[src/hw/rtl/cct_pkg.sv]
// ----------------------------------------------------------------------------
// cct_pkg
// Shared types, constants and calendar helper functions for the calendar
// clock tick unit.
// ----------------------------------------------------------------------------
package cct_pkg;

    // field widths
    localparam int unsigned YEAR_W   = 14;
    localparam int unsigned MONTH_W  = 4;
    localparam int unsigned DAY_W    = 5;
    localparam int unsigned HOUR_W   = 5;
    localparam int unsigned MINUTE_W = 6;
    localparam int unsigned SECOND_W = 6;

    // stream data widths (fields packed from bit 0, padded to whole bytes)
    localparam int unsigned IN_DATA_W  = 48;
    localparam int unsigned OUT_DATA_W = 48;

    // calendar limits
    localparam logic [YEAR_W-1:0]   YEAR_MAX     = 14'd16383;
    localparam logic [YEAR_W-1:0]   YEAR_RUN_MIN = 14'd2000;
    localparam logic [6:0]          SEC_PER_MIN  = 7'd60;
    localparam logic [6:0]          MIN_PER_HOUR = 7'd60;
    localparam logic [5:0]          HOUR_PER_DAY = 6'd24;
    localparam logic [4:0]          MONTH_LAST   = 5'd12;
    localparam logic [DAY_W-1:0]    DAY_FIRST    = 5'd1;
    localparam logic [MONTH_W-1:0]  MONTH_FIRST  = 4'd1;

    // month codes with short lengths
    localparam logic [MONTH_W-1:0] MONTH_FEB = 4'd2;
    localparam logic [MONTH_W-1:0] MONTH_APR = 4'd4;
    localparam logic [MONTH_W-1:0] MONTH_JUN = 4'd6;
    localparam logic [MONTH_W-1:0] MONTH_SEP = 4'd9;
    localparam logic [MONTH_W-1:0] MONTH_NOV = 4'd11;

    // month lengths
    localparam logic [DAY_W-1:0] DAYS_LONG      = 5'd31;
    localparam logic [DAY_W-1:0] DAYS_SHORT     = 5'd30;
    localparam logic [DAY_W-1:0] DAYS_FEB       = 5'd28;
    localparam logic [DAY_W-1:0] DAYS_FEB_LEAP  = 5'd29;

    // multiplicative inverse of 25 modulo 2^14 (25 * 7209 = 11 * 2^14 + 1);
    // a multiple of 25 maps onto 0..floor((2^14-1)/25)
    localparam logic [YEAR_W-1:0] DIV25_INV   = 14'd7209;
    localparam logic [YEAR_W-1:0] DIV25_LIMIT = 14'd655;

    // item kind carried in tuser
    typedef enum logic {
        OP_TICK = 1'b0,
        OP_LOAD = 1'b1
    } op_t;

    // one input item
    typedef struct packed {
        logic                valid;
        logic [SECOND_W-1:0] second;
        logic [MINUTE_W-1:0] minute;
        logic [HOUR_W-1:0]   hour;
        logic [DAY_W-1:0]    day;
        logic [MONTH_W-1:0]  month;
        logic [YEAR_W-1:0]   year;
        op_t                 op;
    } item_t;

    // one result item
    typedef struct packed {
        logic                running;
        logic [SECOND_W-1:0] second;
        logic [MINUTE_W-1:0] minute;
        logic [HOUR_W-1:0]   hour;
        logic [DAY_W-1:0]    day;
        logic [MONTH_W-1:0]  month;
        logic [YEAR_W-1:0]   year;
    } result_t;

    // gregorian leap-year test without a divider
    function automatic logic year_is_leap(input logic [YEAR_W-1:0] year);
        logic [YEAR_W-1:0] prod;
        logic              div25;
        prod  = year * DIV25_INV;
        div25 = (prod <= DIV25_LIMIT);
        return ((year[1:0] == 2'b00) && !div25) || ((year[3:0] == 4'b0000) && div25);
    endfunction

    // days in a month, unknown month codes count as long months
    function automatic logic [DAY_W-1:0] month_length(input logic [MONTH_W-1:0] month,
                                                      input logic               leap);
        logic [DAY_W-1:0] len;
        len = DAYS_LONG;
        if (month == MONTH_FEB) begin
            len = leap ? DAYS_FEB_LEAP : DAYS_FEB;
        end else if (month inside {MONTH_APR, MONTH_JUN, MONTH_SEP, MONTH_NOV}) begin
            len = DAYS_SHORT;
        end
        return len;
    endfunction

endpackage

[src/hw/rtl/cct_in_stage.sv]
// ----------------------------------------------------------------------------
// cct_in_stage
// Input register: captures one item from the slave stream and holds it until
// the calendar stage takes it.
// ----------------------------------------------------------------------------
module cct_in_stage (
    input  logic           aclk,
    input  logic           aresetn,
    input  logic           in_valid,
    output logic           in_ready,
    input  cct_pkg::item_t in_item,
    output logic           hold_valid,
    input  logic           hold_take,
    output cct_pkg::item_t hold_item
);

    logic           vld_reg;
    logic           vld_next;
    cct_pkg::item_t item_reg;

    // room when empty or when the held item leaves this cycle
    assign in_ready = !vld_reg || hold_take;

    always_comb begin
        vld_next = vld_reg;
        if (in_valid && in_ready) begin
            vld_next = 1'b1;
        end else if (hold_take) begin
            vld_next = 1'b0;
        end
    end

    // control flag
    always_ff @(posedge aclk) begin
        if (!aresetn) begin
            vld_reg <= 1'b0;
        end else begin
            vld_reg <= vld_next;
        end
    end

    // item payload
    always_ff @(posedge aclk) begin
        if (in_valid && in_ready) begin
            item_reg <= in_item;
        end
    end

    assign hold_valid = vld_reg;
    assign hold_item  = item_reg;

endmodule

[src/hw/rtl/cct_calendar.sv]
// ----------------------------------------------------------------------------
// cct_calendar
// Time-of-day and date registers with the one-second carry chain, the leap
// year test and load handling. Produces the result for the item applied.
// ----------------------------------------------------------------------------
module cct_calendar (
    input  logic             aclk,
    input  logic             aresetn,
    input  logic             apply,
    input  cct_pkg::item_t   item,
    output cct_pkg::result_t result
);

    logic [cct_pkg::YEAR_W-1:0]   year_reg,   year_next;
    logic [cct_pkg::MONTH_W-1:0]  month_reg,  month_next;
    logic [cct_pkg::DAY_W-1:0]    day_reg,    day_next;
    logic [cct_pkg::HOUR_W-1:0]   hour_reg,   hour_next;
    logic [cct_pkg::MINUTE_W-1:0] minute_reg, minute_next;
    logic [cct_pkg::SECOND_W-1:0] second_reg, second_next;
    logic                         tvalid_reg, tvalid_next;

    logic                         running;
    logic [6:0]                   sec_inc;
    logic [6:0]                   min_inc;
    logic [5:0]                   hour_inc;
    logic [5:0]                   day_inc;
    logic [4:0]                   month_inc;
    logic [cct_pkg::DAY_W-1:0]    mlen;
    logic                         sec_wrap, min_wrap, hour_wrap, day_wrap, month_wrap;
    logic                         c_min, c_hour, c_day, c_month, c_year;

    // clock runs only with a valid time from year 2000 on
    assign running = tvalid_reg && (year_reg >= cct_pkg::YEAR_RUN_MIN);

    // incremented fields and their wrap tests
    assign sec_inc   = {1'b0, second_reg} + 7'd1;
    assign min_inc   = {1'b0, minute_reg} + 7'd1;
    assign hour_inc  = {1'b0, hour_reg} + 6'd1;
    assign day_inc   = {1'b0, day_reg} + 6'd1;
    assign month_inc = {1'b0, month_reg} + 5'd1;
    assign mlen      = cct_pkg::month_length(month_reg, cct_pkg::year_is_leap(year_reg));

    assign sec_wrap   = (sec_inc >= cct_pkg::SEC_PER_MIN);
    assign min_wrap   = (min_inc >= cct_pkg::MIN_PER_HOUR);
    assign hour_wrap  = (hour_inc >= cct_pkg::HOUR_PER_DAY);
    assign day_wrap   = (day_inc > {1'b0, mlen});
    assign month_wrap = (month_inc > cct_pkg::MONTH_LAST);

    // carry chain from seconds up to years
    assign c_min   = sec_wrap;
    assign c_hour  = c_min && min_wrap;
    assign c_day   = c_hour && hour_wrap;
    assign c_month = c_day && day_wrap;
    assign c_year  = c_month && month_wrap;

    // next state for a load, a tick or an ignored tick
    always_comb begin
        year_next   = year_reg;
        month_next  = month_reg;
        day_next    = day_reg;
        hour_next   = hour_reg;
        minute_next = minute_reg;
        second_next = second_reg;
        tvalid_next = tvalid_reg;
        if (item.op == cct_pkg::OP_LOAD) begin
            year_next   = item.year;
            month_next  = item.month;
            day_next    = item.day;
            hour_next   = item.hour;
            minute_next = item.minute;
            second_next = item.second;
            tvalid_next = item.valid;
        end else if (running) begin
            second_next = sec_wrap ? '0 : sec_inc[cct_pkg::SECOND_W-1:0];
            if (c_min) begin
                minute_next = min_wrap ? '0 : min_inc[cct_pkg::MINUTE_W-1:0];
            end
            if (c_hour) begin
                hour_next = hour_wrap ? '0 : hour_inc[cct_pkg::HOUR_W-1:0];
            end
            if (c_day) begin
                day_next = day_wrap ? cct_pkg::DAY_FIRST : day_inc[cct_pkg::DAY_W-1:0];
            end
            if (c_month) begin
                month_next = month_wrap ? cct_pkg::MONTH_FIRST
                                        : month_inc[cct_pkg::MONTH_W-1:0];
            end
            if (c_year && (year_reg != cct_pkg::YEAR_MAX)) begin
                year_next = year_reg + 14'd1;
            end
        end
    end

    // time registers
    always_ff @(posedge aclk) begin
        if (!aresetn) begin
            year_reg   <= '0;
            month_reg  <= '0;
            day_reg    <= '0;
            hour_reg   <= '0;
            minute_reg <= '0;
            second_reg <= '0;
            tvalid_reg <= 1'b0;
        end else if (apply) begin
            year_reg   <= year_next;
            month_reg  <= month_next;
            day_reg    <= day_next;
            hour_reg   <= hour_next;
            minute_reg <= minute_next;
            second_reg <= second_next;
            tvalid_reg <= tvalid_next;
        end
    end

    // result is the time after this item
    always_comb begin
        result.year    = year_next;
        result.month   = month_next;
        result.day     = day_next;
        result.hour    = hour_next;
        result.minute  = minute_next;
        result.second  = second_next;
        result.running = tvalid_next && (year_next >= cct_pkg::YEAR_RUN_MIN);
    end

`ifndef SYNTHESIS
    // a tick while stopped leaves the time untouched
    assert property (@(posedge aclk) disable iff (!aresetn)
        apply && (item.op == cct_pkg::OP_TICK) && !running
        |=> $stable(year_reg) && $stable(month_reg) && $stable(day_reg) &&
            $stable(hour_reg) && $stable(minute_reg) && $stable(second_reg))
        else $error("cct_calendar: stopped clock advanced");

    // a load takes the given year and validity
    assert property (@(posedge aclk) disable iff (!aresetn)
        apply && (item.op == cct_pkg::OP_LOAD)
        |=> (year_reg == $past(item.year)) && (tvalid_reg == $past(item.valid)))
        else $error("cct_calendar: load not taken");

    // a running tick below the minute boundary only bumps the seconds
    assert property (@(posedge aclk) disable iff (!aresetn)
        apply && (item.op == cct_pkg::OP_TICK) && running && !sec_wrap
        |=> (second_reg == $past(second_reg) + 6'd1) && $stable(minute_reg))
        else $error("cct_calendar: plain tick carried");

    // the validity flag never changes on a tick
    assert property (@(posedge aclk) disable iff (!aresetn)
        apply && (item.op == cct_pkg::OP_TICK) |=> $stable(tvalid_reg))
        else $error("cct_calendar: tick changed validity");
`endif

endmodule

[src/hw/rtl/cct_out_stage.sv]
// ----------------------------------------------------------------------------
// cct_out_stage
// Result register: holds one result for the master stream until it is taken.
// ----------------------------------------------------------------------------
module cct_out_stage (
    input  logic             aclk,
    input  logic             aresetn,
    input  logic             load,
    input  cct_pkg::result_t load_result,
    output logic             space,
    output logic             out_valid,
    input  logic             out_ready,
    output cct_pkg::result_t out_result
);

    logic             vld_reg;
    logic             vld_next;
    cct_pkg::result_t result_reg;

    // free when empty or when the held result is taken this cycle
    assign space = !vld_reg || out_ready;

    always_comb begin
        vld_next = vld_reg;
        if (load) begin
            vld_next = 1'b1;
        end else if (out_ready) begin
            vld_next = 1'b0;
        end
    end

    // control flag
    always_ff @(posedge aclk) begin
        if (!aresetn) begin
            vld_reg <= 1'b0;
        end else begin
            vld_reg <= vld_next;
        end
    end

    // result payload
    always_ff @(posedge aclk) begin
        if (load) begin
            result_reg <= load_result;
        end
    end

    assign out_valid  = vld_reg;
    assign out_result = result_reg;

endmodule

[src/hw/rtl/calendar_clock_tick_unit.sv]
// ----------------------------------------------------------------------------
// calendar_clock_tick_unit
// Real-time calendar clock: load items set the date and time, tick items
// advance it by one second while it runs; every item returns the time after it.
// ----------------------------------------------------------------------------
// path from input acceptance to result valid: input register, then result
// register behind the calendar carry logic
// throughput: one item per cycle, limited only by the result stream's tready
// reset: aresetn clears the date, time and validity flag, so the clock starts
// stopped until a valid load from year 2000 on
// ----------------------------------------------------------------------------
module calendar_clock_tick_unit (
    input  logic        aclk,
    input  logic        aresetn,
    input  logic        s_tvalid,
    output logic        s_tready,
    // year[13:0], month[17:14], day[22:18], hour[27:23], minute[33:28],
    // second[39:34], load_valid[40], zero[47:41]
    input  logic [cct_pkg::IN_DATA_W-1:0]  s_tdata,
    // op[0]: 0 = tick, 1 = load
    input  logic        s_tuser,
    output logic        m_tvalid,
    input  logic        m_tready,
    // cur_year[13:0], cur_month[17:14], cur_day[22:18], cur_hour[27:23],
    // cur_minute[33:28], cur_second[39:34], running[40], zero[47:41]
    output logic [cct_pkg::OUT_DATA_W-1:0] m_tdata
);

    cct_pkg::item_t   in_item;
    cct_pkg::item_t   hold_item;
    cct_pkg::result_t calc_result;
    cct_pkg::result_t out_result;
    logic             hold_valid;
    logic             out_space;
    logic             advance;

    // unpack the slave stream
    always_comb begin
        in_item.op     = cct_pkg::op_t'(s_tuser);
        in_item.year   = s_tdata[13:0];
        in_item.month  = s_tdata[17:14];
        in_item.day    = s_tdata[22:18];
        in_item.hour   = s_tdata[27:23];
        in_item.minute = s_tdata[33:28];
        in_item.second = s_tdata[39:34];
        in_item.valid  = s_tdata[40];
    end

    // an item moves on when held and the result register has room
    assign advance = hold_valid && out_space;

    cct_in_stage u_in (
        .aclk       (aclk),
        .aresetn    (aresetn),
        .in_valid   (s_tvalid),
        .in_ready   (s_tready),
        .in_item    (in_item),
        .hold_valid (hold_valid),
        .hold_take  (advance),
        .hold_item  (hold_item)
    );

    cct_calendar u_cal (
        .aclk    (aclk),
        .aresetn (aresetn),
        .apply   (advance),
        .item    (hold_item),
        .result  (calc_result)
    );

    cct_out_stage u_out (
        .aclk        (aclk),
        .aresetn     (aresetn),
        .load        (advance),
        .load_result (calc_result),
        .space       (out_space),
        .out_valid   (m_tvalid),
        .out_ready   (m_tready),
        .out_result  (out_result)
    );

    // pack the master stream
    assign m_tdata = {7'd0, out_result.running, out_result.second, out_result.minute,
                      out_result.hour, out_result.day, out_result.month, out_result.year};

endmodule

[config.mk]
export PLATFORM = sky130hd
export DESIGN_NAME = calendar_clock_tick_unit
export DESIGN_NICKNAME = d
export VERILOG_FILES = /design/src/hw/rtl/cct_pkg.sv /design/src/hw/rtl/cct_in_stage.sv /design/src/hw/rtl/cct_calendar.sv /design/src/hw/rtl/cct_out_stage.sv /design/src/hw/rtl/calendar_clock_tick_unit.sv
export SDC_FILE = /design/constraint.sdc
export NUM_CORES = 1
export LEC_CHECK = 0
export BUFFER_PORTS_ARGS = -buffer_cell sky130_fd_sc_hd__buf_2
export CAP_MARGIN = 10
export CORE_ASPECT_RATIO = 0.7
export CORE_UTILIZATION = 62
export DETAILED_ROUTE_END_ITERATION = 16
export PLACE_DENSITY = 0.92
export SLEW_MARGIN = 20
export SYNTH_ARGS = -nofsm -noshare
export SYNTH_HDL_FRONTEND = slang
export SYNTH_SLANG_ARGS = --single-unit
[constraint.sdc]
create_clock -name aclk -period 12.25 [get_ports aclk]
set_input_delay 2.45 -clock aclk [delete_from_list [all_inputs] [get_ports aclk]]
set_output_delay 2.45 -clock aclk [all_outputs]
set_load 0.01 [all_outputs]
; Word level (Yosys, flattened, before mapping)
; Cells that the tools add are included.
[totals]
ff_bits = 126
latchBits = 0
mem_bits_rw = 0
rom_bits = 0
inputBits = 53
out_inout_bits = 50
memories = 0
[op_classes]
n_addsub = 6
multipliers = 1
n_div = 0
order_cmp = 8
n_eq_ne = 6
n_shift = 0
mux = 30
n_bitwise = 0
n_reduce_logical = 22
[op_table]
columns = op, count
row1 = 5-bit 2-to-1 mux, 9
row2 = 14-bit 2-to-1 mux, 3
row3 = 6-bit 2-to-1 mux, 7
row4 = "14-bit by 11-bit >= comparator with 1-bit output, second input constant", 2
row5 = 4-bit 2-to-1 mux, 4
row6 = "14-bit by 1-bit adder with 14-bit output, second input constant", 1
row7 = "6-bit by 1-bit adder with 7-bit output, second input constant", 2
row8 = "7-bit by 6-bit >= comparator with 1-bit output, second input constant", 2
row9 = "14-bit by 10-bit less-or-equal comparator with 1-bit output, second input constant", 1
row10 = "14-bit by 13-bit multiplier with 14-bit output, second input constant", 1
row11 = "14-bit inequality test, second input constant", 1
row12 = "5-bit by 1-bit adder with 6-bit output, second input constant", 2
row13 = 1-bit logical AND, 11
row14 = "4-bit by 3-bit == test with 1-bit output, second input constant", 2
row15 = "4-bit == test, second input constant", 2
row16 = 1-bit 2-to-1 mux, 7
row17 = "6-bit by 5-bit >= comparator with 1-bit output, second input constant", 1
row18 = 6-bit by 5-bit greater-than comparator with 1-bit output, 1
row19 = "4-bit by 1-bit adder with 5-bit output, second input constant", 1
row20 = "5-bit by 4-bit greater-than comparator with 1-bit output, second input constant", 1
row21 = "4-bit by 2-bit == test with 1-bit output, second input constant", 1
row22 = 4-bit logical NOT, 1
row23 = 2-bit nonzero test, 2
row24 = 4-bit nonzero test, 1
row25 = other kinds (3), 7

; Longest topological paths before layout
; Gate-level depths: netlist (run 1).
[logic_depth]
ltp_word = 16
depth_mapped = 27
mapped_depth_nobuf = 26

; Cells and area by module
; A second synthesis (run 1) with hierarchy kept.
[hier_totals]
cells_unflattened = 696
hier_area_um2 = 7270.7
[by_module_without_submodules]
columns = module, instances, cells_each, area_each_um2, seq_area_each_um2
row1 = cct_calendar, 1, 595, 4609.4, 820.8
row2 = cct_in_stage, 1, 47, 1318.8, 1281.2
row3 = cct_out_stage, 1, 45, 1280.0, 1251.2
row4 = calendar_clock_tick_unit, 1, 9, 62.6, 0.0

; Worst setup path before layout (run 1)
; Ideal clock, no wire load.
[synth_timing]
path_type = register -> register
from = reg u_cal.year_reg[0] in the netlist's numbering
to = reg u_out.result_reg (netlist bit u_out.out_result[40]), data pin
arrival_ns = 5.573
required_time_ns = 12.105
setup_slack_ns = 6.533
path_stages_with_launch = 22
path_buffers = 0
period_less_slack_ns = 5.717
cell_sequence = dfxtp_1 -> fa_1 -> ha_1 -> ha_1 -> inv_1 -> fa_1 -> fa_1 -> inv_1 -> ha_1 -> o41ai_1 -> xnor2_1 -> nor4_1 -> o21ai_0 -> ha_1 -> nand2_1 -> o21ai_0 -> o221ai_2 -> nand3_1 -> or4_1 -> a31oi_1 -> o211ai_1 -> o21ai_1
[synth_lines]
columns = item, line
row1 = start: declaration, cct_calendar.sv:14  ; logic [cct_pkg::YEAR_W-1:0] year_reg, year_next;
row2 = start signal: assignment, cct_calendar.sv:105  ; year_reg <= year_next;
row3 = end signal: assignment, cct_out_stage.sv:44  ; result_reg <= load_result;
row4 = end: declaration, cct_out_stage.sv:18  ; cct_pkg::result_t result_reg;

==> results of run 1 <==
## logic make-up (layout without fill, tap and decap cells)
family / Yosys count / after routing / synth area share (%)
AO/OA/AOI/OAI: 166 / 166 / 15.6
XOR/XNOR: 21 / 21 / 2.56
adder cells (fa/ha/maj): 62 / 62 / 11.9
buffers and inverters: 101 / 179 / 5.92
flip-flops: 126 / 126 / 46.7
multiplexers: 7 / 7 / 0.993
other: 1 / 7 / 0.0522
AND/OR/NAND/NOR: 241 / 241 / 16.2
## power by group
group	internal [W]	switching, W
logic	0.0000455	0.0000687
registers	0.000479	0.0000179
clock network	0.000281	0.000203
total	0.000805	0.000290
## path summary, 6_finish.rpt
path	from	to	slack (ns)
max reg2reg	u_cal.year_reg[7]$_SDFFE_PN0P_	u_out.out_result[40]$_DFFE_PP_	4.91
max	u_cal.year_reg[7]$_SDFFE_PN0P_	u_out.out_result[40]$_DFFE_PP_	4.91
min reg2reg	u_cal.second_reg[4]$_SDFFE_PN0P_	u_cal.second_reg[4]$_SDFFE_PN0P_	0.54
min	u_cal.second_reg[4]$_SDFFE_PN0P_	u_cal.second_reg[4]$_SDFFE_PN0P_	0.54
## critical path: cells and delay by family (launching register included)
family,cells,cell delay [ns]
xor+xnor,1,0.13
simple gates,5,1.84
buf+inv,2,0.12
compound gates,10,2.52
flops,1,0.56
fa+ha+maj,6,2.00
## final cells by class
cell class              count  area share, %
well taps                 153           2.33
clock buffers              17           5.18
inverters                  55           2.51
flip-flops and latches    126           40.8
multi-input cells         504           41.8
clock inverters            15           1.69
repair buffers             92           5.73
## through the flow
stage          cell area (um2)  hold slack (ns)
5_1_grt                   8220            0.553
6_report                  8220            0.536
3_3_place_gp              7650            0.494
2_1_floorplan             7210            0.473
4_1_cts                   8220            0.531
3_5_place_dp              7650            0.518
## routing by layer
metal | wire length, um | share of wire, %
met4 | 466 | 2.8
met5 | 0 | 0
met2 | 7790 | 47
met1 | 7010 | 42
met3 | 1480 | 8.8
## placed cells by master (no fill, tap or decap), drive strengths merged, types with 9 or more instances in the layout
cell / n
a21boi: 31
a21oi: 23
a31oi: 18
and3: 13
buf: 92
clkbuf: 17
dfxtp: 43
edfxtp: 83
fa: 11
ha: 51
inv: 60
nand2: 105
nand3: 24
nand4: 9
nor2: 35
nor2b: 14
o21ai: 45
o31ai: 10
xnor2: 18
==> flow_metrics.py, run 1 <==
metrics = {
    "global_route": {
        "grt_pass1_wl_mm": 27.0,
        "top_usage_layer": "met2",
        "grtUsageMet2_pct": 45.2,
        "use_met3_pct": 7.18,
        "grt_pass1_vias": 5603,
        "grt_start_max_net_pins": 54,
        "grt_util_all_layers_pct": 29.8,
        "grt_overflow_total": 0,
        "grt_use_met1_pct": 39.4,
        "antenna_found_initial": 0,
    },
    "power_and_ir_drop": {
        "ir_drop_mv": 0.0892,
        "leakage_nw": 3.27,
        "fin_total_pwr_w": 0.00110,
        "powerDensity_nw_per_um2": 133,
    },
    "logic_synthesis": {
        "yosysWarnings": 0,
        "synth.distinct_cells": 68,
        "synthTopCellsByCount": "nand2_1 (104), edfxtp_1 (83), inv_1 (54)",
        "ys_seq_area_share_pct": 46.7,
        "yosys.area.top_type": "edfxtp_1",
        "synth_area_leaders": "edfxtp_1 (35%), dfxtp_1 (12%), ha_1 (8.9%)",
        "synth_area_um2": 7180,
        "netlist.area_leader.share_pct": 34.7,
        "synth-edff-count": 83,
        "async_flop_share_pct": 0,
        "netlist_instances": 725,
        "ys.flop_type": "edfxtp_1",
        "yosysMostFrequentCell": "nand2_1",
        "ys_seq_elements": 126,
        "syn_avg_cell_area_um2": 9.91,
    },
    "clock_tree": {
        "numCtsBuffers": 17,
        "clock_latency_ns": 0.43,
        "clock_sinks": 126,
        "postCtsSetupBuffers": 0,
        "clockRootBuffer": "clkbuf_16",
        "cts_tree": "yes",
        "path_clk_slew_ns": 0.06,
        "cts_hold_buf": 0,
        "cts_htree_levels": 4,
        "clockBufferDepth": 2,
        "cts_resized": 0,
    },
    "detailed_routing": {
        "drt_iter0_markers": 763,
        "vias_per_cell": 6.13,
        "ant_nets": 0,
        "routed_wl_mm": 16.7,
        "wl_per_cell_um": 17.4,
        "drc": 0,
        "vias": 5895,
        "dr.pass1.iters": 7,
    },
    "cells_and_area": {
        "final_nets": 911,
        "largest_register_ffs": 42,
        "area_delta_synth_final_pct": 14.4,
        "fin_util_pct": 73.8,
        "seq_area_um2": 3350,
        "multi_input_area_um2": 3430,
        "drive_gt1_share_pct": 17.2,
        "nFillCells": 752,
        "final_cells": 962,
        "n_antenna_cell": 0,
    },
    "timing": {
        "fmax_mhz": 136,
        "min_period_ns": 7.34,
        "fin_worst_skew_ns": 0.00952,
        "period_share_pct": 59.9,
        "worst_pin_slew_ns": 1.04,
        "setup_viol": 0,
        "timing.final.ws_setup_ns": 4.91,
        "hold_viol": 0,
        "relSlewSlack_pct": 30.5,
        "rsz0062_at_grt": "false",
        "slew_viol_final": 0,
        "setup_tns_ns": 0,
    },
    "setup_path": {
        "critPathSlowestCell": "or4_1",
        "worstRegToRegCells": 24,
        "critPathKind": "flip-flop to flip-flop",
        "end_kind": "flip-flop",
        "slowest_delay_ns": 0.60,
        "cp_common_cell": "ha_1",
        "crit_fanout": 10,
        "crit_chain": "ha_1 -> ha_1 -> ha_1 -> inv_1 -> fa_1 -> inv_1 -> ha_1 -> a21o_1 -> a21oi_1 -> nor2b_1 -> o21a_1 -> o41ai_1 -> xnor2_1 -> nor4_1 -> o21ai_0 -> ha_1 -> nor2b_1 -> o21ai_0 -> o221ai_2 -> nand3_1 -> or4_1 -> a31oi_1 -> o211ai_1 -> o21ai_1",
        "arrival_ns": 7.62,
        "critPathRequiredTime_ns": 12.53,
        "start_kind": "flip-flop",
    },
    "min_path": {
        "hold_path_depth": 2,
        "hold_path.class": "flip-flop to flip-flop",
    },
    "floorplan": {
        "fp.dieW_um": 131,
        "ios": 103,
        "die_area_um2": 12000,
        "start_util_pct": 64.5,
        "fp.coreArea_um2": 11100,
        "die_h_um": 92.1,
        "fp-row-count": 32,
    },
    "place": {
        "gp_congestion": 0.889,
        "dp_slack_ns": 5.18,
        "hpwl_mm": 10.9,
        "portBuffers": 88,
        "place_inst": 930,
    },
    "flow_run": {
        "cap_violations": 0,
    },
    "run_status": {
        "status": "finished clean",
    },
}
(Power assumes the default switching activity.)
==> run 2: changes to the inputs <==
- CORE_UTILIZATION: 62 -> 52
- PLACE_DENSITY: 0.92 -> 0.83
- clock period: 12.25 -> 6.3 ns (I/O delays scaled with it)
==> run 2 against run 1 <==
Compared with the run above:
- wire length decreased by 2.1%
- maximum frequency increased by 25%
- global-route usage decreased by 5.9 points
- clock power increased by 93%
- first-iteration DRC count decreased by 29%
- worst setup slack got worse by 4.5 ns
- clock skew increased by 0.0023 ns
- sequential share of layout area decreased by 1.5 points
- non-clock buffer count increased by 27
- largest cell class unchanged
- highest routed layer unchanged
- critical path depth increased by 1
- sequential power increased by 93%
- critical endpoint unchanged
==> flow_metrics.py, run 2 (synthesis gave the netlist of run 1 again) <==
metrics = {
    "run_status": {
        "status": "finished clean",
    },
    "setup_path": {
        "crit_start": "u_cal.year_reg[0]$_SDFFE_PN0P_",
        "start_kind": "flip-flop",
        "critPathKind": "flip-flop to flip-flop",
        "arrival_ns": 6.05,
        "critPathRequiredTime_ns": 6.46,
        "slowest_delay_ns": 0.54,
        "critPathSlowestCell": "fa_1",
        "end_kind": "flip-flop",
        "cp_common_cell": "ha_1",
        "crit_fanout": 11,
        "reg2reg_from": "u_cal.year_reg[0]$_SDFFE_PN0P_",
    },
    "cells_and_area": {
        "nFillCells": 1060,
        "layout_common_cells": "nand2_1 (104), buf_2 (88), edfxtp_1 (83)",
        "fin_util_pct": 64.0,
        "area_delta_synth_final_pct": 18.7,
        "multi_input_area_um2": 3490,
        "largest_register_ffs": 42,
        "n_antenna_cell": 0,
        "mostFrequentLayoutCell": "nand2_1",
        "seq_area_um2": 3350,
        "final_cell_area_um2": 8530,
        "final_nets": 938,
        "drive_gt1_share_pct": 20.9,
    },
    "clock_tree": {
        "clock_latency_ns": 0.42,
        "clockRootBuffer": "clkbuf_16",
        "cts_hold_buf": 0,
        "path_clk_slew_ns": 0.06,
        "numCtsBuffers": 17,
        "clockBufferDepth": 2,
        "clock_sinks": 126,
        "cts_tree": "yes",
        "cts_htree_levels": 4,
    },
    "min_path": {
        "hp-start": "u_cal.month_reg[1]$_SDFFE_PN0P_",
        "hold_path.class": "flip-flop to flip-flop",
    },
    "global_route": {
        "grt_pass1_wl_mm": 26.4,
        "grt_util_all_layers_pct": 23.9,
        "antenna_found_initial": 0,
        "grt_overflow_total": 0,
        "grt_pass1_vias": 5380,
        "grt_start_max_net_pins": 54,
    },
    "detailed_routing": {
        "vias": 5716,
        "drc": 0,
        "routed_wl_mm": 16.4,
        "wl_per_cell_um": 16.1,
        "ant_nets": 0,
        "dr.pass1.iters": 5,
        "vias_per_cell": 5.60,
        "drt_iter0_markers": 542,
    },
    "floorplan": {
        "die_h_um": 100,
        "start_util_pct": 54.0,
        "fp.coreArea_um2": 13300,
        "fp.dieW_um": 142,
        "die_area_um2": 14300,
        "ios": 103,
        "fp-row-count": 35,
    },
    "power_and_ir_drop": {
        "pwr-share-seq_pct": 44.9,
        "powerDensity_nw_per_um2": 250,
        "pwr-share-comb_pct": 11.2,
        "pwr-share-clk_pct": 43.8,
        "leakage_nw": 3.43,
        "p_sw_w": 0.000556,
        "fin_total_pwr_w": 0.00213,
        "intPower_w": 0.00158,
        "p_sw_share_pct": 26.1,
        "ir_drop_mv": 0.182,
    },
    "place": {
        "dpl_cell_area_um2": 7890,
        "dp_slack_ns": 0.223,
        "gp_congestion": 0.867,
        "portBuffers": 88,
        "hpwl_mm": 10.8,
    },
    "timing": {
        "period_share_pct": 93.6,
        "slew_viol_final": 0,
        "fmax_mhz": 170,
        "hold_ws_ns": 0.514,
        "fin_worst_skew_ns": 0.0118,
        "min_period_ns": 5.89,
        "hold_viol": 0,
        "worst_pin_slew_ns": 0.965,
        "setup_viol": 0,
        "timing.final.ws_setup_ns": 0.406,
        "relSlewSlack_pct": 35.6,
    },
    "flow_run": {
        "cap_violations": 0,
    },
}
-- run 2: changes by cell type in the layout (fill, tap and decap cells not counted), moves of 2 or more --
cell	change
a31oi_2	+2
or4_1	-2
or4_4	+2
a31oi_1	-3
buf_4	+26
-- run 2: power by group through the flow --
stage	logic (W)	clock network [W]	registers, W
global route	0.000269	0.000979	0.000962
CTS	0.000236	0.000942	0.000958
finish	0.000240	0.000935	0.000958
floorplan	0.000152	0	0.000976
detailed placement	0.000234	0	0.000974
global placement	0.000226	0	0.000974
-- run 2: stage by stage --
step	setup TNS, ns	std cells
floorplan	0	731
global placement	0	988
detailed placement	0	988
CTS	0	1020
global route	-0.0370	1021
finish	0	1021
-- run 2: area by class of cell --
cell class | instances | area share [%]
Clock buffer | 17 | 4.99
Clock inverter | 15 | 1.63
Inverter | 55 | 2.42
Multi-Input combinational cell | 504 | 41.0
Sequential cell | 126 | 39.3
Tap cell | 185 | 2.71
Timing Repair Buffer | 119 | 7.94
-- run 2: final timing paths --
kind	end	slack, ns	cells after the start
worst max register to register	u_out.out_result[40]$_DFFE_PP_	0.41	25
worst min-delay path	u_cal.month_reg[1]$_SDFFE_PN0P_	0.51	2
worst max-delay path	u_out.out_result[40]$_DFFE_PP_	0.41	25
worst min register to register	u_cal.month_reg[1]$_SDFFE_PN0P_	0.51	2
-- run 2: critical path, delay by kind of cell, from the launching register on --
kind | cells | cell delay [ns]
and+or+nand+nor | 5 | 0.61
AOI/OAI and AO/OA | 8 | 1.46
xor gates and xnor gates | 1 | 0.13
adders and majority gates | 7 | 2.67
DFF | 1 | 0.33
buffers and inverters | 4 | 0.41
-- run 2: repair_timing --
action	CTS	global route
endpoints found under the setup margin	0	11
buffers inserted	0	1
resized for setup	0	13
-- run 2: routing by layer --
layer  track usage, %  wire (um)  share of wire, %  up-vias
met5                0          0                 0        -
met4             7.69        154              0.94        0
met3             5.68       1200               7.3       19
met2             35.9       7310                45      232
met1             34.2       7720                47     2686
li1                 -          -                 -     2779
